## config.mk

```make
export PLATFORM = sky130hd
export DESIGN_NAME = yuv420_pixel_pair_to_bgr_top
export DESIGN_NICKNAME = d
export VERILOG_FILES = /design/src/rtl/yuv2bgr_pkg.sv /design/src/rtl/yuv420_pixel_pair_to_bgr_top.sv /design/src/rtl/yuv2bgr_mul.sv /design/src/rtl/yuv2bgr_sum.sv /design/src/rtl/yuv2bgr_clamp.sv
export SDC_FILE = /design/constraint.sdc
export NUM_CORES = 1
export LEC_CHECK = 0
export BUFFER_PORTS_ARGS = -buffer_cell sky130_fd_sc_hd__buf_2
export CAP_MARGIN = 20
export CORE_MARGIN = 2
export CORE_UTILIZATION = 54
export CTS_BUF_LIST = sky130_fd_sc_hd__clkbuf_8
export DETAILED_ROUTE_END_ITERATION = 12
export PLACE_DENSITY = 0.72
export SLEW_MARGIN = 25
export SYNTH_ARGS = -nofsm -noshare
export SYNTH_HDL_FRONTEND = slang
export SYNTH_SLANG_ARGS = --single-unit
```

## constraint.sdc

```tcl
create_clock -name aclk -period 7.9 [get_ports aclk]
set_input_delay 1.58 -clock aclk [delete_from_list [all_inputs] [get_ports aclk]]
set_output_delay 1.58 -clock aclk [all_outputs]
set_load 0.05 [all_outputs]
```

## src/rtl/yuv2bgr_pkg.sv

```systemverilog
// shared types and constants of the yuv420 pixel pair to bgr converter
`timescale 1ns / 1ps

package yuv2bgr_pkg;

    localparam logic CSET_SEMI_PLANAR = 1'b0;
    localparam logic CSET_PLANAR      = 1'b1;

    // coefficients in ten-thousandths
    localparam longint TT_R_SEMI   = 64'd14075;
    localparam longint TT_GU_SEMI  = 64'd3455;
    localparam longint TT_GV_SEMI  = 64'd7169;
    localparam longint TT_B_SEMI   = 64'd17790;
    localparam longint TT_R_PLANAR  = 64'd14022;
    localparam longint TT_GU_PLANAR = 64'd3456;
    localparam longint TT_GV_PLANAR = 64'd7145;
    localparam longint TT_B_PLANAR  = 64'd17710;
    localparam longint TT_ONE       = 64'd10000;
    localparam longint TT_HALF      = 64'd5000;

    localparam int CHAN_MAX = 255;

    typedef struct packed {
        logic [7:0] chroma_red;
        logic [7:0] chroma_blue;
        logic [7:0] luma_right;
        logic [7:0] luma_left;
    } pixel_pair_t;

    typedef struct packed {
        logic [7:0] red_right;
        logic [7:0] green_right;
        logic [7:0] blue_right;
        logic [7:0] red_left;
        logic [7:0] green_left;
        logic [7:0] blue_left;
    } bgr_pair_t;

endpackage

```

## src/rtl/yuv420_pixel_pair_to_bgr_top.sv

```systemverilog
// top level of the yuv420 pixel pair to bgr converter
//
//   port group   direction  content
//   s_*          in         one pixel pair word: two luma, shared u and v
//   m_*          out        one bgr word for both pixels
//   cfg_*        in         coefficient set select, 0 semi-planar, 1 planar
//
// one word per cycle while m_tready stays high; each word passes the product, sum and clamp stage registers in order;
// up to three words in flight; ready is combinational back through all stages,
// so s_tready falls only while all three stages hold a word and m_tready is low
// synchronous active-low reset empties the pipe and selects the semi-planar set
// cfg_ready is always high; write it only while the pipe is empty
`timescale 1ns / 1ps

module yuv420_pixel_pair_to_bgr_top #(
    parameter int COEFF_FRAC_BITS = 14
) (
    input  logic        aclk,
    input  logic        aresetn,
    input  logic        s_tvalid,
    output logic        s_tready,
    input  logic [31:0] s_tdata,   // luma_left, luma_right, chroma_blue, chroma_red
    output logic        m_tvalid,
    input  logic        m_tready,
    output logic [47:0] m_tdata,   // blue_left, green_left, red_left, blue_right, green_right,
                                   // red_right
    input  logic        cfg_valid,
    output logic        cfg_ready,
    input  logic        cfg_data
);
    import yuv2bgr_pkg::*;

    localparam int SW = COEFF_FRAC_BITS + 11;

    logic                 coef_set_reg;
    pixel_pair_t          in_pair;
    bgr_pair_t            out_pixels;

    logic                 mul_valid, mul_ready;
    logic [7:0]           mul_luma_left, mul_luma_right;
    logic signed [SW-1:0] prod_b, prod_gu, prod_gv, prod_r;

    logic                 sum_valid, sum_ready;
    logic signed [SW-1:0] sum_bl, sum_gl, sum_rl, sum_br, sum_gr, sum_rr;

    logic [1:0]           inflight_reg, inflight_next;
    logic                 s_acc, m_acc;

    assign cfg_ready = 1'b1;

    always_ff @(posedge aclk) begin
        if (!aresetn) begin
            coef_set_reg <= CSET_SEMI_PLANAR;
        end else if (cfg_valid && cfg_ready) begin
            coef_set_reg <= cfg_data;
        end
    end

    assign in_pair = pixel_pair_t'(s_tdata);
    assign m_tdata = 48'(out_pixels);

    yuv2bgr_mul #(
        .FRAC_BITS (COEFF_FRAC_BITS)
    ) u_mul (
        .aclk       (aclk),
        .aresetn    (aresetn),
        .coef_set   (coef_set_reg),
        .in_valid   (s_tvalid),
        .in_ready   (s_tready),
        .in_pair    (in_pair),
        .out_valid  (mul_valid),
        .out_ready  (mul_ready),
        .luma_left  (mul_luma_left),
        .luma_right (mul_luma_right),
        .prod_b     (prod_b),
        .prod_gu    (prod_gu),
        .prod_gv    (prod_gv),
        .prod_r     (prod_r)
    );

    yuv2bgr_sum #(
        .FRAC_BITS (COEFF_FRAC_BITS)
    ) u_sum (
        .aclk       (aclk),
        .aresetn    (aresetn),
        .in_valid   (mul_valid),
        .in_ready   (mul_ready),
        .luma_left  (mul_luma_left),
        .luma_right (mul_luma_right),
        .prod_b     (prod_b),
        .prod_gu    (prod_gu),
        .prod_gv    (prod_gv),
        .prod_r     (prod_r),
        .out_valid  (sum_valid),
        .out_ready  (sum_ready),
        .sum_bl     (sum_bl),
        .sum_gl     (sum_gl),
        .sum_rl     (sum_rl),
        .sum_br     (sum_br),
        .sum_gr     (sum_gr),
        .sum_rr     (sum_rr)
    );

    yuv2bgr_clamp #(
        .FRAC_BITS (COEFF_FRAC_BITS)
    ) u_clamp (
        .aclk       (aclk),
        .aresetn    (aresetn),
        .in_valid   (sum_valid),
        .in_ready   (sum_ready),
        .sum_bl     (sum_bl),
        .sum_gl     (sum_gl),
        .sum_rl     (sum_rl),
        .sum_br     (sum_br),
        .sum_gr     (sum_gr),
        .sum_rr     (sum_rr),
        .out_valid  (m_tvalid),
        .out_ready  (m_tready),
        .out_pixels (out_pixels)
    );

    // words in flight, for checking only
    assign s_acc = s_tvalid && s_tready;
    assign m_acc = m_tvalid && m_tready;

    always_comb begin
        inflight_next = inflight_reg;
        if (s_acc && !m_acc) begin
            inflight_next = inflight_reg + 2'd1;
        end else if (m_acc && !s_acc) begin
            inflight_next = inflight_reg - 2'd1;
        end
    end

    always_ff @(posedge aclk) begin
        if (!aresetn) begin
            inflight_reg <= 2'd0;
        end else begin
            inflight_reg <= inflight_next;
        end
    end

    a_empty_no_out: assert property (@(posedge aclk) disable iff (!aresetn)
        inflight_reg == 2'd0 |-> !m_tvalid)
        else $error("output valid with empty pipe");

    a_stall_only_full: assert property (@(posedge aclk) disable iff (!aresetn)
        !s_tready |-> inflight_reg == 2'd3 && !m_tready)
        else $error("input stalled while pipe has room");

    a_full_no_overrun: assert property (@(posedge aclk) disable iff (!aresetn)
        inflight_reg == 2'd3 && !m_acc |-> !s_acc)
        else $error("word accepted into full pipe");

    a_latency: assert property (@(posedge aclk) disable iff (!aresetn)
        inflight_reg == 2'd0 && s_acc ##1 m_tready ##1 m_tready |=> m_tvalid)
        else $error("word did not reach output in three cycles");

endmodule

```

## src/rtl/yuv2bgr_mul.sv

```systemverilog
// first pipeline stage: coefficient select and chroma products
`timescale 1ns / 1ps

module yuv2bgr_mul #(
    parameter int FRAC_BITS = 14
) (
    input  logic                           aclk,
    input  logic                           aresetn,
    input  logic                           coef_set,
    input  logic                           in_valid,
    output logic                           in_ready,
    input  yuv2bgr_pkg::pixel_pair_t       in_pair,
    output logic                           out_valid,
    input  logic                           out_ready,
    output logic [7:0]                     luma_left,
    output logic [7:0]                     luma_right,
    output logic signed [FRAC_BITS+10:0]   prod_b,
    output logic signed [FRAC_BITS+10:0]   prod_gu,
    output logic signed [FRAC_BITS+10:0]   prod_gv,
    output logic signed [FRAC_BITS+10:0]   prod_r
);
    import yuv2bgr_pkg::*;

    localparam int KW = FRAC_BITS + 1;
    localparam int SW = FRAC_BITS + 11;

    localparam logic [KW-1:0] KR_S  = KW'(((TT_R_SEMI   << FRAC_BITS) + TT_HALF) / TT_ONE);
    localparam logic [KW-1:0] KGU_S = KW'(((TT_GU_SEMI  << FRAC_BITS) + TT_HALF) / TT_ONE);
    localparam logic [KW-1:0] KGV_S = KW'(((TT_GV_SEMI  << FRAC_BITS) + TT_HALF) / TT_ONE);
    localparam logic [KW-1:0] KB_S  = KW'(((TT_B_SEMI   << FRAC_BITS) + TT_HALF) / TT_ONE);
    localparam logic [KW-1:0] KR_P  = KW'(((TT_R_PLANAR  << FRAC_BITS) + TT_HALF) / TT_ONE);
    localparam logic [KW-1:0] KGU_P = KW'(((TT_GU_PLANAR << FRAC_BITS) + TT_HALF) / TT_ONE);
    localparam logic [KW-1:0] KGV_P = KW'(((TT_GV_PLANAR << FRAC_BITS) + TT_HALF) / TT_ONE);
    localparam logic [KW-1:0] KB_P  = KW'(((TT_B_PLANAR  << FRAC_BITS) + TT_HALF) / TT_ONE);

    logic [KW-1:0]        k_r, k_gu, k_gv, k_b;
    logic signed [SW-1:0] k_r_ext, k_gu_ext, k_gv_ext, k_b_ext;
    logic signed [SW-1:0] d_u_ext, d_v_ext;
    logic                 valid_reg;
    logic                 load;

    always_comb begin
        unique case (coef_set)
            CSET_PLANAR: begin
                k_r  = KR_P;
                k_gu = KGU_P;
                k_gv = KGV_P;
                k_b  = KB_P;
            end
            default: begin
                k_r  = KR_S;
                k_gu = KGU_S;
                k_gv = KGV_S;
                k_b  = KB_S;
            end
        endcase
    end

    // flipping the msb of an offset-128 sample gives the centered value
    assign d_u_ext  = SW'($signed({~in_pair.chroma_blue[7], in_pair.chroma_blue[6:0]}));
    assign d_v_ext  = SW'($signed({~in_pair.chroma_red[7], in_pair.chroma_red[6:0]}));
    assign k_r_ext  = $signed({{(SW-KW){1'b0}}, k_r});
    assign k_gu_ext = $signed({{(SW-KW){1'b0}}, k_gu});
    assign k_gv_ext = $signed({{(SW-KW){1'b0}}, k_gv});
    assign k_b_ext  = $signed({{(SW-KW){1'b0}}, k_b});

    assign in_ready  = !valid_reg || out_ready;
    assign load      = in_valid && in_ready;
    assign out_valid = valid_reg;

    always_ff @(posedge aclk) begin
        if (!aresetn) begin
            valid_reg <= 1'b0;
        end else if (in_ready) begin
            valid_reg <= in_valid;
        end
    end

    always_ff @(posedge aclk) begin
        if (load) begin
            luma_left  <= in_pair.luma_left;
            luma_right <= in_pair.luma_right;
            prod_b     <= k_b_ext * d_u_ext;
            prod_gu    <= k_gu_ext * d_u_ext;
            prod_gv    <= k_gv_ext * d_v_ext;
            prod_r     <= k_r_ext * d_v_ext;
        end
    end

endmodule

```

## src/rtl/yuv2bgr_sum.sv

```systemverilog
// second pipeline stage: luma plus or minus chroma products for both pixels
`timescale 1ns / 1ps

module yuv2bgr_sum #(
    parameter int FRAC_BITS = 14
) (
    input  logic                          aclk,
    input  logic                          aresetn,
    input  logic                          in_valid,
    output logic                          in_ready,
    input  logic [7:0]                    luma_left,
    input  logic [7:0]                    luma_right,
    input  logic signed [FRAC_BITS+10:0]  prod_b,
    input  logic signed [FRAC_BITS+10:0]  prod_gu,
    input  logic signed [FRAC_BITS+10:0]  prod_gv,
    input  logic signed [FRAC_BITS+10:0]  prod_r,
    output logic                          out_valid,
    input  logic                          out_ready,
    output logic signed [FRAC_BITS+10:0]  sum_bl,
    output logic signed [FRAC_BITS+10:0]  sum_gl,
    output logic signed [FRAC_BITS+10:0]  sum_rl,
    output logic signed [FRAC_BITS+10:0]  sum_br,
    output logic signed [FRAC_BITS+10:0]  sum_gr,
    output logic signed [FRAC_BITS+10:0]  sum_rr
);
    localparam int SW = FRAC_BITS + 11;

    logic signed [SW-1:0] base_l, base_r, green_off;
    logic                 valid_reg;
    logic                 load;

    assign base_l    = $signed({3'b000, luma_left, {FRAC_BITS{1'b0}}});
    assign base_r    = $signed({3'b000, luma_right, {FRAC_BITS{1'b0}}});
    assign green_off = prod_gu + prod_gv;

    assign in_ready  = !valid_reg || out_ready;
    assign load      = in_valid && in_ready;
    assign out_valid = valid_reg;

    always_ff @(posedge aclk) begin
        if (!aresetn) begin
            valid_reg <= 1'b0;
        end else if (in_ready) begin
            valid_reg <= in_valid;
        end
    end

    always_ff @(posedge aclk) begin
        if (load) begin
            sum_bl <= base_l + prod_b;
            sum_gl <= base_l - green_off;
            sum_rl <= base_l + prod_r;
            sum_br <= base_r + prod_b;
            sum_gr <= base_r - green_off;
            sum_rr <= base_r + prod_r;
        end
    end

endmodule

```

## src/rtl/yuv2bgr_clamp.sv

```systemverilog
// third pipeline stage: floor, clamp to 0..255 and output register
`timescale 1ns / 1ps

module yuv2bgr_clamp #(
    parameter int FRAC_BITS = 14
) (
    input  logic                          aclk,
    input  logic                          aresetn,
    input  logic                          in_valid,
    output logic                          in_ready,
    input  logic signed [FRAC_BITS+10:0]  sum_bl,
    input  logic signed [FRAC_BITS+10:0]  sum_gl,
    input  logic signed [FRAC_BITS+10:0]  sum_rl,
    input  logic signed [FRAC_BITS+10:0]  sum_br,
    input  logic signed [FRAC_BITS+10:0]  sum_gr,
    input  logic signed [FRAC_BITS+10:0]  sum_rr,
    output logic                          out_valid,
    input  logic                          out_ready,
    output yuv2bgr_pkg::bgr_pair_t        out_pixels
);
    import yuv2bgr_pkg::*;

    localparam int SW = FRAC_BITS + 11;

    function automatic logic [7:0] floor_clamp(input logic signed [SW-1:0] s);
        logic [7:0] res;
        if (s[SW-1]) begin
            res = 8'd0;
        end else if (|s[SW-2:FRAC_BITS+8]) begin
            res = 8'(CHAN_MAX);
        end else begin
            res = s[FRAC_BITS+7:FRAC_BITS];
        end
        return res;
    endfunction

    bgr_pair_t pix_next;
    logic      valid_reg;
    logic      load;

    always_comb begin
        pix_next.blue_left   = floor_clamp(sum_bl);
        pix_next.green_left  = floor_clamp(sum_gl);
        pix_next.red_left    = floor_clamp(sum_rl);
        pix_next.blue_right  = floor_clamp(sum_br);
        pix_next.green_right = floor_clamp(sum_gr);
        pix_next.red_right   = floor_clamp(sum_rr);
    end

    assign in_ready  = !valid_reg || out_ready;
    assign load      = in_valid && in_ready;
    assign out_valid = valid_reg;

    always_ff @(posedge aclk) begin
        if (!aresetn) begin
            valid_reg <= 1'b0;
        end else if (in_ready) begin
            valid_reg <= in_valid;
        end
    end

    always_ff @(posedge aclk) begin
        if (load) begin
            out_pixels <= pix_next;
        end
    end

endmodule
```

; ---- After elaboration in Yosys (flattened, before gate mapping)
; Cells that the tools add are included.
[word_totals]
ff_bits = 318
output_inout_bits = 51
wordCells = 60
[op_classes]
addsub = 7
n_mul = 4
n_mux = 10
bitwise = 2
reduce_logical = 15
[ops]
columns = cell, n
row1 = adder 23 x 25 -> 25 bit, 4
row2 = 2-to-1 mux 8 bit, 7
row3 = subtractor 23 x 25 -> 25 bit, 2
row4 = multiplier 16 x 8 -> 24 bit, 2
row5 = adder 25 bit, 1
row6 = multiplier 15 x 8 -> 23 bit, 1
row7 = multiplier 14 x 8 -> 22 bit, 1
row8 = OR reduction 2 bit, 6
row9 = 2-to-1 mux 10 bit, 1
row10 = 2-to-1 mux 7 bit, 1
row11 = logical AND 1 bit, 3
row12 = zero test 1 bit, 3
row13 = logical OR 1 bit, 3
row14 = 2-to-1 mux 2 bit, 1
row15 = inverter 1 bit, 2

; ---- Logic depth before layout (Yosys ltp)
[depth]
word_depth = 5
mapped_depth = 22
depth_no_buf = 21

; ---- By module
; From an unflattened synthesis, not the netlist that was laid out.
[unflattened]
cells_unflattened = 2072
area_unflattened_um2 = 22487.8
[modules_own_cells]
columns = module, n_inst, cells_per_inst, area_per_inst_um2, seq_area_each_um2
row1 = yuv2bgr_mul, 1, 1188, 12555.8, 3203.1
row2 = yuv2bgr_sum, 1, 712, 7573.5, 3263.1
row3 = yuv2bgr_clamp, 1, 167, 2311.0, 1461.4
row4 = yuv420_pixel_pair_to_bgr_top, 1, 5, 47.5, 20.0

; ---- Worst setup path before layout
; No wires, ideal clock.
[synth_path]
kind = input to register
startpoint = input port m_tready
endpoint = register u_sum.sum_bl[14], enable pin
setup_ns = 0.591
arrival_time_ns = 6.481
t_required_ns = 7.309
setup_slack_ns = 0.829
stages = 2
path_cell_list = nor2b_1 > a21boi_0
[synth_between]
elab_chain_len = 3
[synth_lines]
columns = item, line_no
row1 = "start, declared", yuv420_pixel_pair_to_bgr_top.sv:24  ; input logic m_tready,
row2 = logical OR 1 bit, yuv2bgr_clamp.sv:50  ; assign in_ready = !valid_reg || out_ready;
row3 = logical OR 1 bit, yuv2bgr_sum.sv:36  ; assign in_ready = !valid_reg || out_ready;
row4 = logical AND 1 bit, yuv2bgr_sum.sv:37  ; assign load = in_valid && in_ready;
row5 = named net u_sum.load, yuv2bgr_sum.sv:30  ; logic load;
row6 = "end signal, assigned", yuv2bgr_sum.sv:50  ; sum_bl <= base_l + prod_b;
row7 = "end, declared", yuv2bgr_sum.sv:19  ; output logic signed [FRAC_BITS+10:0] sum_bl,
; The timed path passes the listed nets, and every way through them passes these cells.
; A chain may end at the register's enable or synchronous reset.

; ---- Worst setup path in the final report
[layout_path]
startpoint = input port s_tdata[31]
endpoint = register u_mul.prod_gv[21] (data pin)
[layout_between]
elab_chain_len = 2
[layout_lines]
columns = item, line_no
row1 = "start, declared", yuv420_pixel_pair_to_bgr_top.sv:22  ; input logic [31:0] s_tdata,
row2 = inverter 1 bit, yuv2bgr_mul.sv:61  ; assign d_v_ext = SW'($signed({~in_pair.chroma_red[7], in_pair.chroma_red[6:0]}));
row3 = multiplier 15 x 8 -> 23 bit, yuv2bgr_mul.sv:85  ; prod_gv <= k_gv_ext * d_v_ext;
row4 = "end signal, assigned", yuv2bgr_mul.sv:85
row5 = "end, declared", yuv2bgr_mul.sv:19  ; output logic signed [FRAC_BITS+10:0] prod_gv,
; No other way between the ends.

==> reports/metrics.yaml <==
drtIter0Drc: 677
design_area_um2: 19500
power.density_nw_per_um2: 360
mostFrequentLayoutCells: "337 x inv_1, 276 x ha_1, 194 x edfxtp_1"
gp_congestion: 0.936
layout_commonest_cell: "inv_1"
drive_above_1_share_pct: 8.57
r2r_setup_slack_ps: 2060
cts_max_level: 4
finalClockSkew_ps: 14.6
fin_nets: 2271
rsz0062_at_grt: "no"
synth_seq_area_share_pct: 32.4
grt-ovfl-total: 0
ir_drop_mv: 0.213
cts_buffer_depth: 2
min_path_cells: 2
grt_max_degree: 81
p_leak_nw: 9.24
ant_nets: 0
routed_wl_mm: 35.2
initial_utilization_pct: 54.6
grt_pass1_vias: 12000
min_period_over_period_pct: 80.3
setup_viol: 0
dp_hpwl_mm: 29.1
cts-root-buf: "clkbuf_8"
avgSynthCellArea_um2: 10.6
row_count: 67
die_y_um: 188
critical_path_arrival_ps: 6560
num_vias: 12000
hold_slack_ps: 546
min_period_ps: 6340
placed_cells: 2237
vias_per_cell: 5.27
io_pins: 89
reg_top3: "u_clamp.out_pixels x48, u_mul.prod_gu x22, u_mul.prod_gv x22"
place_ws_ps: 1090
worstRegToRegCells: 18
min-delay-start: "u_sum.sum_gr[14]"
die-area_um2: 35200
syn_area_um2: 18200
ys_ff_latch: 198
crit_path_max_incr_delay_ps: 540
wl_per_cell_um: 15.5
setup_ws_ps: 1560
io_buffers: 87
worst_path_most_repeated_cell: "fa_1"
syn_to_final_growth_pct: 7.13
synth_flop_cell: "edfxtp_1"
hold_path.class: "reg -> reg"
cp-end-kind: "flip-flop"
syn_inst: 1723
ys_types: 74
antenna_cells: 0
worst_slew_pin_slew_ps: 1020
outcome: "complete, no violations"
slew_violations: 0
worst-setup-path-type: "in -> reg"
worstPathCellList: "buf_2 > inv_1 > fa_1 > fa_1 > inv_1 > fa_1 > fa_1 > inv_1 > ha_1 > a21o_1 > a21oi_1 > o21bai_1 > a21oi_1 > o21ai_0 > a211oi_1 > o31ai_1 > a2111oi_0 > a311oi_1"
post-cts-setup-buffers: 0
worst_ep_required_time_ps: 8120
stdcell_count: 2268
synth_edf_count: 194
hold_end: "u_clamp.out_pixels[32]"
grt_first_pass_wirelength_mm: 58.5
critPathMaxFanout: 15
fillers: 2821
cts.clk_slew.worst_paths_ps: 100
r2r_end: "u_mul.prod_gv[21]"
setup_tns_ps: 0
fmaxAchievable_mhz: 158
largest_register_ffs: 48
crit_buf_inv: 4
track_usage_pct: 20.8
crit_family: "adder cells"
r2r_start: "coef_set_reg"
core_um2: 33400
hold_viol: 0
crit_slowest_cell: "fa_1"
cts_num_sinks: 198
maxCapViolCount: 0
ctsHoldBuffers: 0
die_w_um: 188
relSlewSlack_pct: 31.7
insertion_delay_ps: 480
place_area_um2: 19100
antenna_found_initial: 0
drc: 0
dr.pass1.iters: 7
async_flop_share_pct: 0
cts_resized: 0
top_register: "u_clamp.out_pixels"
worst_setup_path_start_kind: "input pin"
cts-buffers-inserted: 17
cts_tree: "yes"
yosysWarnings: 0
[final cells by class]
| cell class | instances | area (um2) | area share (%) |
|---|---|---|---|
| Multi-Input combinational cell | 1164 | 11000 | 56.2 |
| Sequential cell | 198 | 5910 | 30.3 |
| Inverter | 336 | 1260 | 6.47 |
| Tap cell | 448 | 561 | 2.87 |
| Timing Repair Buffer | 91 | 465 | 2.39 |
| Clock buffer | 17 | 234 | 1.20 |
| Clock inverter | 14 | 125 | 0.641 |
[worst min-delay path, delay by kind of cell, from the launching register on]
family / cells / cell delay (ps)
DFF: 1 / 330
and+or+nand+nor: 2 / 110
[per-stage QoR]
stage          total power [mW]  util [%]
2_1_floorplan              5.44         -
3_3_place_gp               6.27      57.4
3_5_place_dp               6.41      57.4
4_1_cts                    7.03      58.5
5_1_grt                    7.72      58.5
6_report                   7.03      58.5
[routing by layer]
metal	part of all wire (%)	vias up	GRT usage, %
met1	45	5667	27.3
met5	0	-	0
met4	3.1	0	7.42
met3	3.6	55	2.70
met2	48	252	35.7
li1	-	5985	-
[cells in the mapped netlist, drive strengths merged (16+ instances only)]
master	n	area, um2
a21o	36	279
a21oi	81	409
clkbuf	16	60.1
edfxtp	194	5830
fa	149	2980
ha	276	3450
inv	336	1260
nand2	46	173
nand3	19	95.1
nor2	151	567
nor2b	20	133
nor3	30	150
o21ai	44	224
o21bai	19	143
xnor2	70	613
xor2	35	307
[cell families after synthesis]
kind of cell | share of synthesized area, %
adder cells (fa/ha/maj) | 35.3
XOR/XNOR | 5.05
buffers and inverters | 7.72
AO/OA/AOI/OAI | 10.1
AND/OR/NAND/NOR | 9.18
flip-flops | 32.4
multiplexers | 0.110
other | 0.0412
[report_power, final]
| group | internal, mW | switching [mW] |
|---|---|---|
| sequential | 1.71 | 0.127 |
| combinational | 1.94 | 2.65 |
| clock | 0.225 | 0.371 |
[how the worst max path moves through the flow]
| stage | start | end | slack, ps | depth (start not counted) |
|---|---|---|---|---|
| detailed placement | s_tdata[31] | u_mul.prod_gv[20] | 1090 | 17 |
| floorplan | m_tready | u_sum.sum_bl[14] | 830 | 2 |
| finish | s_tdata[31] | u_mul.prod_gv[21] | 1560 | 18 |
| global placement | s_tdata[31] | u_mul.prod_gv[21] | 1160 | 18 |
| CTS | s_tdata[31] | u_mul.prod_gv[20] | 1630 | 17 |
| global route | s_tdata[23] | u_mul.prod_b[23] | 1210 | 17 |
(Power assumes the default switching activity.)
